===== config.mk =====
export PLATFORM = sky130hd
export DESIGN_NAME = rtmb_front
export DESIGN_NICKNAME = d
export VERILOG_FILES = /design/src/hdl/rtmb_pkg.sv /design/src/hdl/rtmb_front.sv
export SDC_FILE = /design/constraint.sdc
export NUM_CORES = 1
export LEC_CHECK = 0
export CORE_ASPECT_RATIO = 1.1
export CORE_MARGIN = 1
export CORE_UTILIZATION = 35
export DETAILED_ROUTE_END_ITERATION = 10
export DONT_BUFFER_PORTS = 1
export PLACE_DENSITY = 0.6
export REMOVE_ABC_BUFFERS = 1
export SKIP_CTS_REPAIR_TIMING = 1
export SLEW_MARGIN = 10
export SYNTH_ARGS = -nofsm -noshare
export SYNTH_HDL_FRONTEND = slang
export SYNTH_SLANG_ARGS = --single-unit

===== constraint.sdc =====
create_clock -name clk -period 4.87 [get_ports clk]
set_input_delay 1.2175 -clock clk [delete_from_list [all_inputs] [get_ports clk]]
set_output_delay 1.2175 -clock clk [all_outputs]
set_load 0.02 [all_outputs]

===== src/hdl/rtmb_pkg.sv =====
`timescale 1ns / 1ps

package rtmb_pkg;

	localparam int MAX_FRAME_BYTES = 1048576;
	localparam int ADDR_W          = 20;
	localparam int LEN_W           = 21;
	localparam int SAMPLE_W        = 8;
	localparam int IN_TDATA_W      = 32;
	localparam int QUEUE_DEPTH     = 4;
	localparam int QPTR_W          = 2;
	localparam int QCNT_W          = 3;
	localparam logic [LEN_W-1:0] FRAME_LEN_RESET = LEN_W'(921600);

	// Command carried on the input tuser bit
	typedef enum logic {
		CMD_PUSH = 1'b0,
		CMD_READ = 1'b1
	} cmd_t;

	// Role of the frame currently arriving
	typedef enum logic [1:0] {
		SLOT_FIRST = 2'd0,
		SLOT_HOLD  = 2'd1,
		SLOT_MERGE = 2'd2
	} slot_t;

	// Work kind of one queued item
	typedef enum logic [1:0] {
		OP_READ  = 2'd0,
		OP_FIRST = 2'd1,
		OP_HOLD  = 2'd2,
		OP_MERGE = 2'd3
	} op_kind_t;

	typedef struct packed {
		op_kind_t              kind;
		logic [ADDR_W-1:0]     addr;
		logic [SAMPLE_W-1:0]   sample;
		logic                  bg_ready;
		logic                  frame_end;
	} op_t;

	function automatic logic [SAMPLE_W-1:0] med3(
		input logic [SAMPLE_W-1:0] a,
		input logic [SAMPLE_W-1:0] b,
		input logic [SAMPLE_W-1:0] c
	);
		logic [SAMPLE_W-1:0] lo;
		logic [SAMPLE_W-1:0] hi;
		lo = (b < c) ? b : c;
		hi = (b < c) ? c : b;
		if (a < lo)
			return lo;
		if (a > hi)
			return hi;
		return a;
	endfunction

endpackage


===== src/hdl/rtmb_front.sv =====
`timescale 1ns / 1ps

module rtmb_front (
	input  logic                              clk,
	input  logic                              arst_n,
	input  logic                              s_axis_tvalid,
	input  logic                              s_axis_tready,
	input  logic [rtmb_pkg::IN_TDATA_W-1:0]   s_axis_tdata,
	input  logic                              s_axis_tuser,
	input  logic                              cfg_valid,
	output logic                              cfg_ready,
	input  logic [rtmb_pkg::LEN_W-1:0]        cfg_data,
	output logic                              op_valid,
	output rtmb_pkg::op_t                     op
);
	import rtmb_pkg::*;

	logic [LEN_W-1:0]  frame_length_q;
	logic [ADDR_W-1:0] pos_q;
	slot_t             slot_q;
	slot_t             slot_next;
	logic              first_done_q;
	logic [LEN_W-1:0]  len_eff;
	logic [LEN_W-1:0]  pos_inc;
	logic              wrap;
	logic              accept;
	logic              push;
	op_kind_t          push_kind;

	assign cfg_ready = 1'b1;
	assign accept    = s_axis_tvalid & s_axis_tready;
	assign push      = accept & (cmd_t'(s_axis_tuser) == CMD_PUSH);

	// Clamp the frame length into 1..MAX_FRAME_BYTES
	always_comb begin
		if (frame_length_q == '0)
			len_eff = LEN_W'(1);
		else if (frame_length_q > LEN_W'(MAX_FRAME_BYTES))
			len_eff = LEN_W'(MAX_FRAME_BYTES);
		else
			len_eff = frame_length_q;
	end

	assign pos_inc = {1'b0, pos_q} + LEN_W'(1);
	assign wrap    = (pos_inc >= len_eff);

	// Next frame role on a frame boundary
	always_comb begin
		slot_next = slot_q;
		unique case (slot_q)
			SLOT_FIRST: if (wrap) slot_next = SLOT_HOLD;
			SLOT_HOLD:  if (wrap) slot_next = SLOT_MERGE;
			SLOT_MERGE: if (wrap) slot_next = SLOT_HOLD;
			default:    slot_next = SLOT_FIRST;
		endcase
	end

	// Map frame role to the work kind
	always_comb begin
		unique case (slot_q)
			SLOT_FIRST: push_kind = OP_FIRST;
			SLOT_HOLD:  push_kind = OP_HOLD;
			SLOT_MERGE: push_kind = OP_MERGE;
			default:    push_kind = OP_FIRST;
		endcase
	end

	// Frame length register
	always_ff @(posedge clk or negedge arst_n) begin
		if (!arst_n)
			frame_length_q <= FRAME_LEN_RESET;
		else if (cfg_valid && cfg_ready)
			frame_length_q <= cfg_data;
	end

	// Advance position and frame role on each pushed beat
	always_ff @(posedge clk or negedge arst_n) begin
		if (!arst_n) begin
			pos_q        <= '0;
			slot_q       <= SLOT_FIRST;
			first_done_q <= 1'b0;
		end else if (push) begin
			pos_q  <= wrap ? '0 : pos_inc[ADDR_W-1:0];
			slot_q <= slot_next;
			if (wrap && slot_q == SLOT_FIRST)
				first_done_q <= 1'b1;
		end
	end

	// Classify the beat for the back end
	always_comb begin
		op_valid = accept;
		if (cmd_t'(s_axis_tuser) == CMD_READ) begin
			op.kind      = OP_READ;
			op.addr      = s_axis_tdata[SAMPLE_W +: ADDR_W];
			op.bg_ready  = first_done_q;
			op.frame_end = 1'b0;
		end else begin
			op.kind      = push_kind;
			op.addr      = pos_q;
			op.bg_ready  = first_done_q | (wrap & (slot_q == SLOT_FIRST));
			op.frame_end = wrap;
		end
		op.sample = s_axis_tdata[SAMPLE_W-1:0];
	end

endmodule


# Word-level counts from Yosys, hierarchy flattened

Cells that the tools add are included.

Multipliers: 0
Multiplexer cells: 9
Add/subtract/negate cells: 1
Bitwise logic cells: 5
Magnitude comparators: 2
Divide/modulo/power cells: 0
Equality and inequality tests: 4
Reductions and logical operators: 6
Shift operators: 0

Operator list:

| operator                                                               | count |
|---|---|
| 21-bit two-way mux                                                     | 2 |
| 22-bit two-way mux                                                     | 1 |
| 20-bit by 1-bit adder with 21-bit output (second input constant)       | 1 |
| 21-bit >= comparator                                                   | 1 |
| 21-bit greater-than comparator (second input constant)                 | 1 |
| 21-bit logical NOT                                                     | 1 |
| 20-bit two-way mux                                                     | 1 |
| 2-bit case mux with 2 select lines                                     | 2 |
| 2-bit two-way mux                                                      | 3 |
| 1-bit AND                                                              | 3 |
| 3-bit AND reduction                                                    | 1 |
| 2-bit by 1-bit equality test with 1-bit output (second input constant) | 1 |
| 2-bit equality test (second input constant)                            | 1 |
| 2-bit logical NOT                                                      | 1 |
| 2-bit by 1-bit != test with 1-bit output (second input constant)       | 1 |
| 2-bit != test (second input constant)                                  | 1 |
| 2-bit AND reduction                                                    | 1 |
| 2-bit OR reduction                                                     | 1 |
| 1-bit logical AND                                                      | 1 |
| 1-bit inverter                                                         | 1 |
| 1-bit OR                                                               | 1 |

Memories: 0
RAM bits: 0
Bits in registers: 44
Latch bits: 0
Bits in read-only memories: 0
Output and inout port bits: 34

# Depth between registers and ports, before layout

Depth after elaboration: 7
Gate-level depth with buffers: 16
Gate-level depth less buffers: 12

# Least setup slack after synthesis

OpenSTA, ideal clock, no wires.

Path type: reg2out
Start: reg pos_q[0]
End: out op[0] (netlist name)
Slack: 532 ps
Stages on the path, launching flop included: 14
Path buffers: 1
Required time: 3653 ps
Arrival: 3120 ps
Cell sequence: dfrtp_1 ha_1 and4_1 nand4_1 or2_1 xnor2_1 ha_1 nand4_1 nor4_1 a221oi_1 o211ai_1 clkbuf_1 nor2_1 nor2_1

RTL lines:

| item                     | RTL line         | text |
|---|---|---|
| start: declaration       | rtmb_front.sv:19 | `logic [ADDR_W-1:0] pos_q;` |
| start signal: assignment | rtmb_front.sv:83 | `pos_q <= wrap ? '0 : pos_inc[ADDR_W-1:0];` |
| end: declaration         | rtmb_front.sv:14 | `output rtmb_pkg::op_t op` |

==> flow_summary.ini <==
[critical_path]
crit_required_ns = 3.65
critPathCaptureType = output pin
reg2reg_depth = 13
startpoint_type = register
arrival_ns = 3.47
crit_type = reg2out
reg2reg_slack_ns = 1.48
r2r-end = slot_q[1]
r2r-start = pos_q[4]
cp_max_fo = 9

[place]
hpwl_um = 5481
portBuffers = 0
placed_cell_area_um2 = 3267
dp.cells = 447
place_congestion = 0.7791

[routing]
wl_per_cell_um = 15.72
vias = 2521
wl_um = 7343
ant_nets = 0
via_per_inst = 5.398
drtPass1Iterations = 4
drt_iter0_markers = 121
drc = 0

[timing]
timing.final.crit_period_ns = 4.690
hold_viol_final = 0
setup_violations = 0
max_slew_margin_pct = 41.62
slew_violations = 0
post-route-period-util_pct = 96.31
finalSetupTns_ns = 0
fin_hold_ws_ns = 0.4827
tightest_slew_ns = 0.8736
clock_skew_ns = 0.01543
max_freq_ghz = 0.2132

[yosys]
yosys_warnings = 0
syn_inst = 354
ys_types = 48
avgSynthCellArea_um2 = 9.062
syn_area_um2 = 3208
ys.flop_type = dfrtp_1
ys_ff_latch = 44
synth_edf_count = 0
async_flop_share_pct = 100.0
yosysSeqAreaShare_pct = 34.48

[global_routing]
grt_max_degree = 45
grt_overflow = 0
track_usage_pct = 15.76
antenna_found_initial = 0
first_global_vias = 2369
grt_first_pass_wirelength_um = 11740

[final_layout]
fin_nets = 436
layout.cells.non_filler = 467
drive_gt1_share_pct = 24.93
fin_area_um2 = 3493
diodes = 0
area_growth_pct = 8.892

[cts]
path_clk_slew_ns = 0.10
cts_tree = yes
numCtsBuffers = 5
cts-root-buf = clkbuf_8
max-clock-path-buffers = 2
clock-sinks = 44
cts-htree-levels = 2
clk_latency_ns = 0.31

[floorplanning]
die_area_um2 = 9553
pin_count = 93
core_area_um2 = 8874
initial_utilization_pct = 36.15
chipHeight_um = 102.4
fp-row-count = 36
fp.dieW_um = 93.29

[min_path]
min_from = first_done_q
min_path_cells = 1
min_to = first_done_q
hp-class = reg2reg

[pwr]
power_mw = 1.119
leakage_nw = 1.492
power.density_nw_per_um2 = 320.3
ir_drop_mv = 0.1030

[outcome]
outcome = completed

[run]
drv_cap = 0
power by group:
group | switching (mW) | leakage (nW) | total [mW] | internal (mW)
Clock | 0.132 | 0.0541 | 0.284 | 0.152
Combinational | 0.201 | 0.940 | 0.367 | 0.166
Sequential | 0.0500 | 0.498 | 0.468 | 0.418
cell type report:
type,count,area [um^2]
repair buffers,22,165.2
flip-flops and latches,44,1115
well taps,114,142.6
inverters,9,33.78
clock buffers,5,68.82
multi-input cells,270,1926
clock inverters,3,42.54
fillers,897,5380
worst max-delay path by stage:
| stage | start | end | cells past startpoint |
|---|---|---|---|
| after floorplan | pos_q[0] | op[1] | 12 |
| after global placement | pos_q[0] | op[1] | 12 |
| after detailed placement | pos_q[0] | op[1] | 12 |
| after CTS | pos_q[0] | op[1] | 12 |
| after global routing | pos_q[1] | op[1] | 12 |
| final | pos_q[4] | op[1] | 12 |
cell families after synthesis:
kind of cell / after synthesis / share of synthesized area, %
simple gates: 128 / 19.19
buf+inv: 40 / 6.006
xor+xnor: 16 / 4.368
fa+ha+maj: 25 / 9.750
compound gates: 62 / 12.79
mux: 38 / 13.30
other cells: 1 / 0.1169
flops: 44 / 34.48
registers in the layout, summed over array words and instances (netlist names):
name / cells
first_done_q: 1
frame_length_q: 21
pos_q: 20
slot_q: 2
metal layers:
metal  GRT usage, %  vias up  part of all wire [%]
met5              0        -                     0
met4          3.550        0                  0.65
met3          4.911        5                   6.3
met2          26.24       74                    47
met1          20.09     1201                    46
li1               -     1241                     -
cell usage in the layout, fill, tap and decap left out, drive strengths merged, types with 5 or more instances in the layout:
master  count
or3         8
nor3        6
nand3      12
clkbuf      5
mux2       37
nor4        7
a21oi       7
dfrtp      40
buf        22
a21o       10
nand4       5
inv         9
xnor2      12
a211oi      9
nand2      57
o21ai      21
ha         25
nor2       18
synthesized netlist by cell type, drive strengths merged, types with 5 or more instances:
library cell | number | share of area (%)
nor2 | 18 | 2.1
dfrtp | 40 | 31
buf | 16 | 3.2
a21oi | 7 | 1.1
nand2 | 57 | 6.7
a21o | 10 | 2.3
mux2 | 37 | 13
inv | 9 | 1.1
nand4 | 5 | 1.4
ha | 25 | 9.8
a211oi | 9 | 2.1
nand3 | 12 | 1.9
clkbuf | 15 | 1.8
o21ai | 21 | 3.3
nor4 | 7 | 1.4
or3 | 8 | 1.6
nor3 | 6 | 0.94
xnor2 | 12 | 3.3
worst max-delay path: stages (launching register included):
cell	delay (ns)
dfrtp_2	0.41
and3_2	0.25
and3_1	0.24
nand4_4	0.20
or3_1	0.38
nand2_1	0.10
ha_1	0.23
nand4_1	0.15
nor4_2	0.08
a221oi_1	0.25
o211ai_1	0.21
or2_2	0.34
a31o_2	0.31
metrics by stage:
step	setup slack, ns	util (%)
CTS	-0.006383	38.07
detailed placement	0.3248	36.82
finish	0.1796	39.37
global placement	0.3351	36.82
floorplan	0.2635	-
global route	-0.009275	39.37
No activity file was read; power rests on OpenSTA's default activity.
