### src/hdl/rtmb_pkg.sv
`timescale 1ns / 1ps

package rtmb_pkg;

	localparam int MAX_FRAME_BYTES = 1048576;
	localparam int ADDR_W          = 20;
	localparam int LEN_W           = 21;
	localparam int SAMPLE_W        = 8;
	localparam int IN_TDATA_W      = 32;
	localparam int QUEUE_DEPTH     = 4;
	localparam int QPTR_W          = 2;
	localparam int QCNT_W          = 3;
	localparam logic [LEN_W-1:0] FRAME_LEN_RESET = LEN_W'(921600);

	// Command carried on the input tuser bit
	typedef enum logic {
		CMD_PUSH = 1'b0,
		CMD_READ = 1'b1
	} cmd_t;

	// Role of the frame currently arriving
	typedef enum logic [1:0] {
		SLOT_FIRST = 2'd0,
		SLOT_HOLD  = 2'd1,
		SLOT_MERGE = 2'd2
	} slot_t;

	// Work kind of one queued item
	typedef enum logic [1:0] {
		OP_READ  = 2'd0,
		OP_FIRST = 2'd1,
		OP_HOLD  = 2'd2,
		OP_MERGE = 2'd3
	} op_kind_t;

	typedef struct packed {
		op_kind_t              kind;
		logic [ADDR_W-1:0]     addr;
		logic [SAMPLE_W-1:0]   sample;
		logic                  bg_ready;
		logic                  frame_end;
	} op_t;

	function automatic logic [SAMPLE_W-1:0] med3(
		input logic [SAMPLE_W-1:0] a,
		input logic [SAMPLE_W-1:0] b,
		input logic [SAMPLE_W-1:0] c
	);
		logic [SAMPLE_W-1:0] lo;
		logic [SAMPLE_W-1:0] hi;
		lo = (b < c) ? b : c;
		hi = (b < c) ? c : b;
		if (a < lo)
			return lo;
		if (a > hi)
			return hi;
		return a;
	endfunction

endpackage

### src/hdl/rtmb_queue.sv
`timescale 1ns / 1ps

module rtmb_queue (
	input  logic          clk,
	input  logic          arst_n,
	input  logic          wr_en,
	input  rtmb_pkg::op_t wr_op,
	output logic          full,
	input  logic          rd_en,
	output logic          head_valid,
	output rtmb_pkg::op_t head
);
	import rtmb_pkg::*;

	op_t               entry_q [QUEUE_DEPTH];
	logic [QPTR_W-1:0] wr_ptr_q;
	logic [QPTR_W-1:0] rd_ptr_q;
	logic [QCNT_W-1:0] count_q;

	assign full       = (count_q == QCNT_W'(QUEUE_DEPTH));
	assign head_valid = (count_q != '0);
	assign head       = entry_q[rd_ptr_q];

	// Store entries
	always_ff @(posedge clk) begin
		if (wr_en)
			entry_q[wr_ptr_q] <= wr_op;
	end

	// Advance pointers and fill count
	always_ff @(posedge clk or negedge arst_n) begin
		if (!arst_n) begin
			wr_ptr_q <= '0;
			rd_ptr_q <= '0;
			count_q  <= '0;
		end else begin
			if (wr_en)
				wr_ptr_q <= wr_ptr_q + QPTR_W'(1);
			if (rd_en)
				rd_ptr_q <= rd_ptr_q + QPTR_W'(1);
			if (wr_en && !rd_en)
				count_q <= count_q + QCNT_W'(1);
			else if (rd_en && !wr_en)
				count_q <= count_q - QCNT_W'(1);
		end
	end

endmodule

### config.mk
export PLATFORM = sky130hd
export DESIGN_NAME = rtmb_queue
export DESIGN_NICKNAME = d
export VERILOG_FILES = /design/src/hdl/rtmb_pkg.sv /design/src/hdl/rtmb_queue.sv
export SDC_FILE = /design/constraint.sdc
export NUM_CORES = 1
export LEC_CHECK = 0
export ABC_AREA = 1
export ABC_CLOCK_PERIOD_IN_PS = 2800
export BUFFER_PORTS_ARGS = -buffer_cell sky130_fd_sc_hd__buf_4
export CAP_MARGIN = 5
export CORE_MARGIN = 1
export CORE_UTILIZATION = 44
export CTS_BUF_LIST = sky130_fd_sc_hd__clkbuf_2 sky130_fd_sc_hd__clkbuf_4 sky130_fd_sc_hd__clkbuf_8
export CTS_CLUSTER_DIAMETER = 150
export DETAILED_ROUTE_END_ITERATION = 10
export GPL_TIMING_DRIVEN = 0
export HOLD_SLACK_MARGIN = 0.12
export PLACE_DENSITY = 0.73
export SYNTH_ARGS = -nofsm -noshare
export SYNTH_HDL_FRONTEND = slang
export SYNTH_SLANG_ARGS = --single-unit
### constraint.sdc
create_clock -name clk -period 2.8 [get_ports clk]
set_input_delay 0.7 -clock clk [delete_from_list [all_inputs] [get_ports clk]]
set_output_delay 0.7 -clock clk [all_outputs]
set_load 0.01 [all_outputs]
# == Word-level counts from Yosys, hierarchy flattened ==
# Memories as Yosys holds them, arrays and structs flattened.
# Cells that the tools add are included.
# op_classes
n_reduce_logical,6
addsub,4
mux,4
n_eq_ne,1
# ops
op,count
two-way mux 3 bit,2
adder 2 x 1 -> 2 bit (second input constant),2
adder 3 x 1 -> 3 bit (second input constant),1
equality test 3 bit (second input constant),1
nonzero test 3 bit,1
subtractor 3 x 1 -> 3 bit (second input constant),1
logical AND 1 bit,2
zero test 1 bit,2
two-way mux 1 bit,2
nonzero test 2 bit,1
# word_totals
out_inout_bits,34
mem_bits_rw,128
inputBits,36
reg_bits,7
memories,1
# memory_table
memory,words,word_bits,rd,rd_ports_with_merged_regs,wr,line_no,text
entry_q,4,32,1,0,1,rtmb_queue.sv:15,op_t entry_q [QUEUE_DEPTH];

# == Logic depth before layout (Yosys ltp) ==
# Gate-level depths: netlist (run 1).
# depth
word_depth,4
mapped_depth,9

# == Worst setup path before layout (run 1) ==
# OpenSTA, ideal clock, no wires.
# synth_path
kind,input -> register
start,input port wr_en
end,memory entry_q[0][0] (netlist bit) (enable)
path_buffers,1
arrival_ps,1622
required_time_ps,2413
setup_ps,387
setup_slack_ps,791
stages,3
path_cell_list,clkbuf_1 nand2_1 inv_1
# synth_via
elab_chain_cells,2
# synth_rtl
element,line_no,text
start: declaration,rtmb_queue.sv:6,"input logic wr_en,"
two-way mux 1 bit,rtmb_queue.sv:26,if (wr_en)
two-way mux 1 bit (not written as such),rtmb_queue.sv:27,entry_q[wr_ptr_q] <= wr_op;
end: declaration,rtmb_queue.sv:15,
# Every way passes these cells.

==> metrics.txt, run 1 <==
CP Capture Type output pin; clk buf depth 2; Synth area leader edfxtp_1; die area 0.01285 mm2; clock slew at reported path FFs 70 ps; die width 113.4 um; Synth cell types 19; YS warnings 0; vias in the first global route 3344; Hold Startpoint wr_op[10]; Clock Skews 5.582 ps; Synth area leaders edfxtp_1, o211ai_1, nand2_1; final period utilization 88.21%; Initial DRC Count 178; max_slew headroom 45.66%; Pwr Total 6783 uW; CTS tree done; Nets 553; syn_nets 464; drt wl/cell 15.15 um; hold endpoint entry_q[1][10]; cells on worst reg2reg path 4; hpwl dp 6360 um; pin count of the biggest net entering global routing 33; mapped cell area 0.005456 mm2; P&R area growth vs syn 19.88%; # rows 40; IO buf count 69; Seq/Total Area, Yosys 73.65%; core area 0.01206 mm2; R2R Path Start wr_ptr_q[0]; Critical Path Start Type flip-flop; WP data required 2100 ps; Max-Cap Viols 0; ys flop type edfxtp_1; IO Pins 70; Final Wtd Congestion 0.8095; Worst Hold Class primary input to flip-flop; adder-cell share of the synthesized area 1.513%; Root Driver clkbuf_8; Routed Antenna Nets 0; XOR/XNOR Fraction of Synth Area 0.6421%; post-layout min period 2470 ps; drt first pass iters 4; final setup fails 0; Post-synth EDFFs 128; max-slew violation count 0; multiplexer share of the synthesized area 0%; WHS Path Cells 1; vias 3344; leakage power 0.002697 uW; Slew @ Worst Pin 814.0 ps; placed insts 659; setup TNS 0 ps; ratio of cells with drive above 1 in the final layout 22.88%; Synth Area in Compound Gates 8.897%; Crit Path Max Fanout 10; WL final 10420 um; initial core utilization 45.24%; Final Instance Count excl. Fillers 688; antenna fix cells 0; Final Hold Fails 0; Synth top area share 70.44%; average cell area after synthesis 12.93 um2; RSZ-0062 raised after global routing no; Setup Crit Path Kind flip-flop to output pin; routed wl met3 777 um; Simple-Gate Fraction of Synth Area 7.934%; DRC viols 0; initial antenna violation count 0; via density per instance 4.860; GR Overflow Total 0; global-route wire length before repair 16200 um; end of the worst register-to-register path entry_q[0][11]; clock sink count 135; Worst-Skew Late Latency 420 ps; ys async rst share 5.185%; Cells after Synth 422; power per cell area 1037 mW/mm2; htree depth 4; largest family of logic cells by synthesized area compound AO/OA/AOI/OAI gates; run status completed; Place WS 627.0 ps; Total GRT Usage 17.45%; #FFs+latches synth 135; Num CTS Buffers 17; met2 routed WL 5285 um; FMAX 404.9 MHz; Max Used Layer met4; crit path from rd_ptr_q[0]; R2R setup slack 1070 ps; Die H 113.4 um; post-route setup slack 330.2 ps; CP arrival 1770 ps; Post-Route M1 WL 4161 um; peak supply drop 433.5 uV
layout by cell type, fill, tap and decap left out:
cell type / n
xor2_1: 3
bufinv_16: 2
dlygate4sd3_1: 1
clkbuf_4: 4
inv_2: 5
buf_4: 73
fa_1: 1
nand3_1: 1
clkbuf_1: 2
clkbuf_8: 17
clkinv_1: 2
buf_1: 1
edfxtp_1: 128
buf_2: 15
nor3_1: 1
nor2_1: 1
nand4_1: 1
ha_1: 5
nand2_1: 110
o21ai_1: 1
o211ai_1: 64
xnor2_1: 1
clkinv_2: 3
inv_1: 71
dfrtp_1: 7
timing repair:
item / CTS / global route
setup buffers: 0 / 0
hold endpoints to repair: 7 / 0
resized for setup: 0 / 0
hold buffers: 1 / 0
flip-flops by register name, summed over array words and instances (netlist names):
name and flops:
entry_q 128, count_q 3, rd_ptr_q 2, wr_ptr_q 2
through the flow:
step | area, um2 | hold WS (ps) | utilization, %
2_1_floorplan | 5456 | 404.4 | -
3_3_place_gp | 6185 | 459.8 | 51.28
3_5_place_dp | 6185 | 475.4 | 51.28
4_1_cts | 6541 | 460.1 | 54.23
5_1_grt | 6541 | 444.1 | 54.23
6_report | 6541 | 473.2 | 54.23
layer usage:
| metal | GRT usage, % | vias to the layer above |
|---|---|---|
| li1 | - | 1622 |
| met1 | 20.13 | 1593 |
| met2 | 30.27 | 113 |
| met3 | 5.035 | 16 |
| met4 | 7.719 | 0 |
| met5 | 0 | - |
kinds of logic after synthesis:
logic type,Yosys count
XOR/XNOR,4
AND/OR/NAND/NOR,114
flip-flops,135
AO/OA/AOI/OAI,65
adder cells (fa/ha/maj),6
buffers and inverters,98
cell usage after synthesis, drive strengths merged (2+ instances only):
library cell  number
xor2               3
buf               20
ha                 5
nand2            110
clkbuf             2
edfxtp           128
o211ai            64
dfrtp              7
inv               76
worst max-delay path by stage:
stage	end	slack, ps	cells after the start
after floorplan	entry_q[0][0]	790	3
after global placement	entry_q[3][4]	140	4
after detailed placement	entry_q[2][3]	630	4
after CTS	head[17]	310	5
after global routing	head[23]	180	5
final	head[16]	330	5
worst max-delay path: stages, from the launching register on:
cell and delay, ps:
dfrtp_1 400, buf_1 460, nand2_1 130, o211ai_1 110, nand2_1 90, buf_4 150
where the power goes:
| group | leakage, uW | internal [uW] | switching (uW) |
|---|---|---|---|
| Sequential | 0.00126 | 2660 | 119 |
| Clock | 0.000184 | 798 | 630 |
| Combinational | 0.00125 | 1010 | 1570 |
| Total | 0.00270 | 4460 | 2320 |
cell type report:
cell class              count  area [um2]
well taps                 168       210.2
clock inverters             7       82.58
plain buffers              22       116.4
fillers                   981        5520
inverters                  76       285.3
clock buffers              21       264.0
repair buffers             70       528.0
multi-input cells         189        1036
flip-flops and latches    135        4019
Note: power is estimated with default switching activity, not from simulation.
==> run 2, diff against run 1 <==
RECOVER_POWER = 25   (was default)
==> metrics.txt, run 2 (same netlist as run 1, synthesis figures left out) <==
P&R area growth vs syn 18.44%; setup TNS 0 ps; IO Pins 70; antenna fix cells 0; Routed Antenna Nets 0; Max-Cap Viols 0; Total GRT Usage 17.45%; P_sw 2326 uW; clock slew at reported path FFs 70 ps; crit-path max cell delay 410 ps; clock network fraction of total power 21.1%; post-layout min period 2476 ps; CP Capture Type output pin; GR Overflow Total 0; drt wl/cell 15.28 um; # rows 40; CTS tree done; Setup Crit Path Kind flip-flop to output pin; Pint 4452 uW; Sw Ratio 34.32%; initial core utilization 45.24%; IO buf count 69; vias in the first global route 3344; placed insts 659; peak supply drop 436.0 uV; DRC viols 0; WP data required 2100 ps; WL final 10510 um; final setup fails 0; via density per instance 4.862; Critical Path Start Type flip-flop; clock sink count 135; Root Driver clkbuf_8; most frequent cells in the layout edfxtp_1, nand2_1, inv_1; max-slew violation count 0; Final Util 53.58%; power per cell area 1049 mW/mm2; Worst-Skew Late Latency 420 ps; Initial DRC Count 197; clk buf depth 2; Largest register FFs 128; Reg with most FFs entry_q; commonest non-fill, non-tap cell in the layout edfxtp_1; pin count of the biggest net entering global routing 33; Worst Hold Class primary input to flip-flop; RSZ-0062 raised after global routing no; WHS 477.0 ps; die area 0.01285 mm2; core area 0.01206 mm2; CP max stage cell dfrtp_1; htree depth 4; Final Hold Fails 0; Clock Skews 5.395 ps; hpwl dp 6360 um; initial antenna violation count 0; Resize count post-CTS 0; Final Instance Count excl. Fillers 688; final period utilization 88.43%; die width 113.4 um; Die H 113.4 um; global-route wire length before repair 16200 um; FMAX 403.9 MHz; ratio of cells with drive above 1 in the final layout 18.85%; drt first pass iters 4; leakage power 0.002621 uW; sequential share of power 40.9%; Final Wtd Congestion 0.8095; Num CTS Buffers 17; cell mode on critical path buf_4; Crit Path Max Fanout 10; max_slew headroom 45.13%; Nets 553; largest registers entry_q (128), count_q (3); vias 3345; Slew @ Worst Pin 821.9 ps; worst-path cell chain buf_4 > buf_2 > o211ai_1 > nand2_1 > buf_4; Pwr Total 6778 uW; CP arrival 1780 ps; run status completed; logic gate share of total power 37.9%
==> run 2: cell count changes in the layout (fill, tap and decap cells not counted) <==
cell | before | now
buf_4 | 73 | 52
clkbuf_1 | 2 | 23
==> run 2: layout make-up <==
| class | instances | area (um2) |
|---|---|---|
| flip-flops and latches | 135 | 4019 |
| repair buffers | 70 | 449.2 |
| plain buffers | 22 | 116.4 |
| fillers | 993 | 5599 |
| clock inverters | 7 | 82.58 |
| inverters | 76 | 285.3 |
| clock buffers | 21 | 264.0 |
| multi-input cells | 189 | 1036 |
| well taps | 168 | 210.2 |
==> run 2: repair_timing <==
item                      in CTS  in global routing
hold buffers                   1                  0
buffers inserted               0                  0
hold endpoints to repair       7                  0
==> run 2: layer usage <==
metal  part of all wire [%]  global-route usage, %  vias up  wire length, um
li1                       -                      -     1620                -
met4                    1.6                  7.719        0              172
met2                     51                  30.27       93             5372
met3                    5.3                  5.035       13              552
met1                     42                  20.13     1619             4416
met5                      0                      0        -                0
==> run 2: metrics by stage <==
stage / worst slack (ps) / cell area, um2
after detailed placement: 627.0 / 6185
final: 323.9 / 6462
after global placement: 141.5 / 6185
after CTS: 310.7 / 6541
after floorplan: 791.3 / 5456
after global routing: 181.8 / 6462
==> run 2: path summary, 6_finish.rpt <==
path | startpoint | end | slack, ps | cells after the start
worst max-delay path | rd_ptr_q[0] | head[22] | 320 | 5
worst max register to register | wr_ptr_q[0] | entry_q[2][24] | 1070 | 4
min in group asynchronous | arst_n | rd_ptr_q[1] | 630 | 2
worst min-delay path | rd_en | rd_ptr_q[0] | 480 | 2
worst min register to register | count_q[2] | count_q[2] | 490 | 2
max in group asynchronous | arst_n | count_q[2] | 2050 | 2
==> run 2: power groups by stage <==
stage / sequential, uW / clock [uW] / combinational (uW)
2_1_floorplan: 2790 / 0 / 1490
3_3_place_gp: 2810 / 0 / 2560
3_5_place_dp: 2820 / 0 / 2610
4_1_cts: 2770 / 1440 / 2630
5_1_grt: 2810 / 1530 / 2830
6_report: 2770 / 1430 / 2570
==> run 2: worst max-delay path: cells and delay by family, from the launching register on <==
family,cells,cell delay (ps)
simple gates,1,130
buf+inv,3,540
flops,1,410
compound gates,1,270
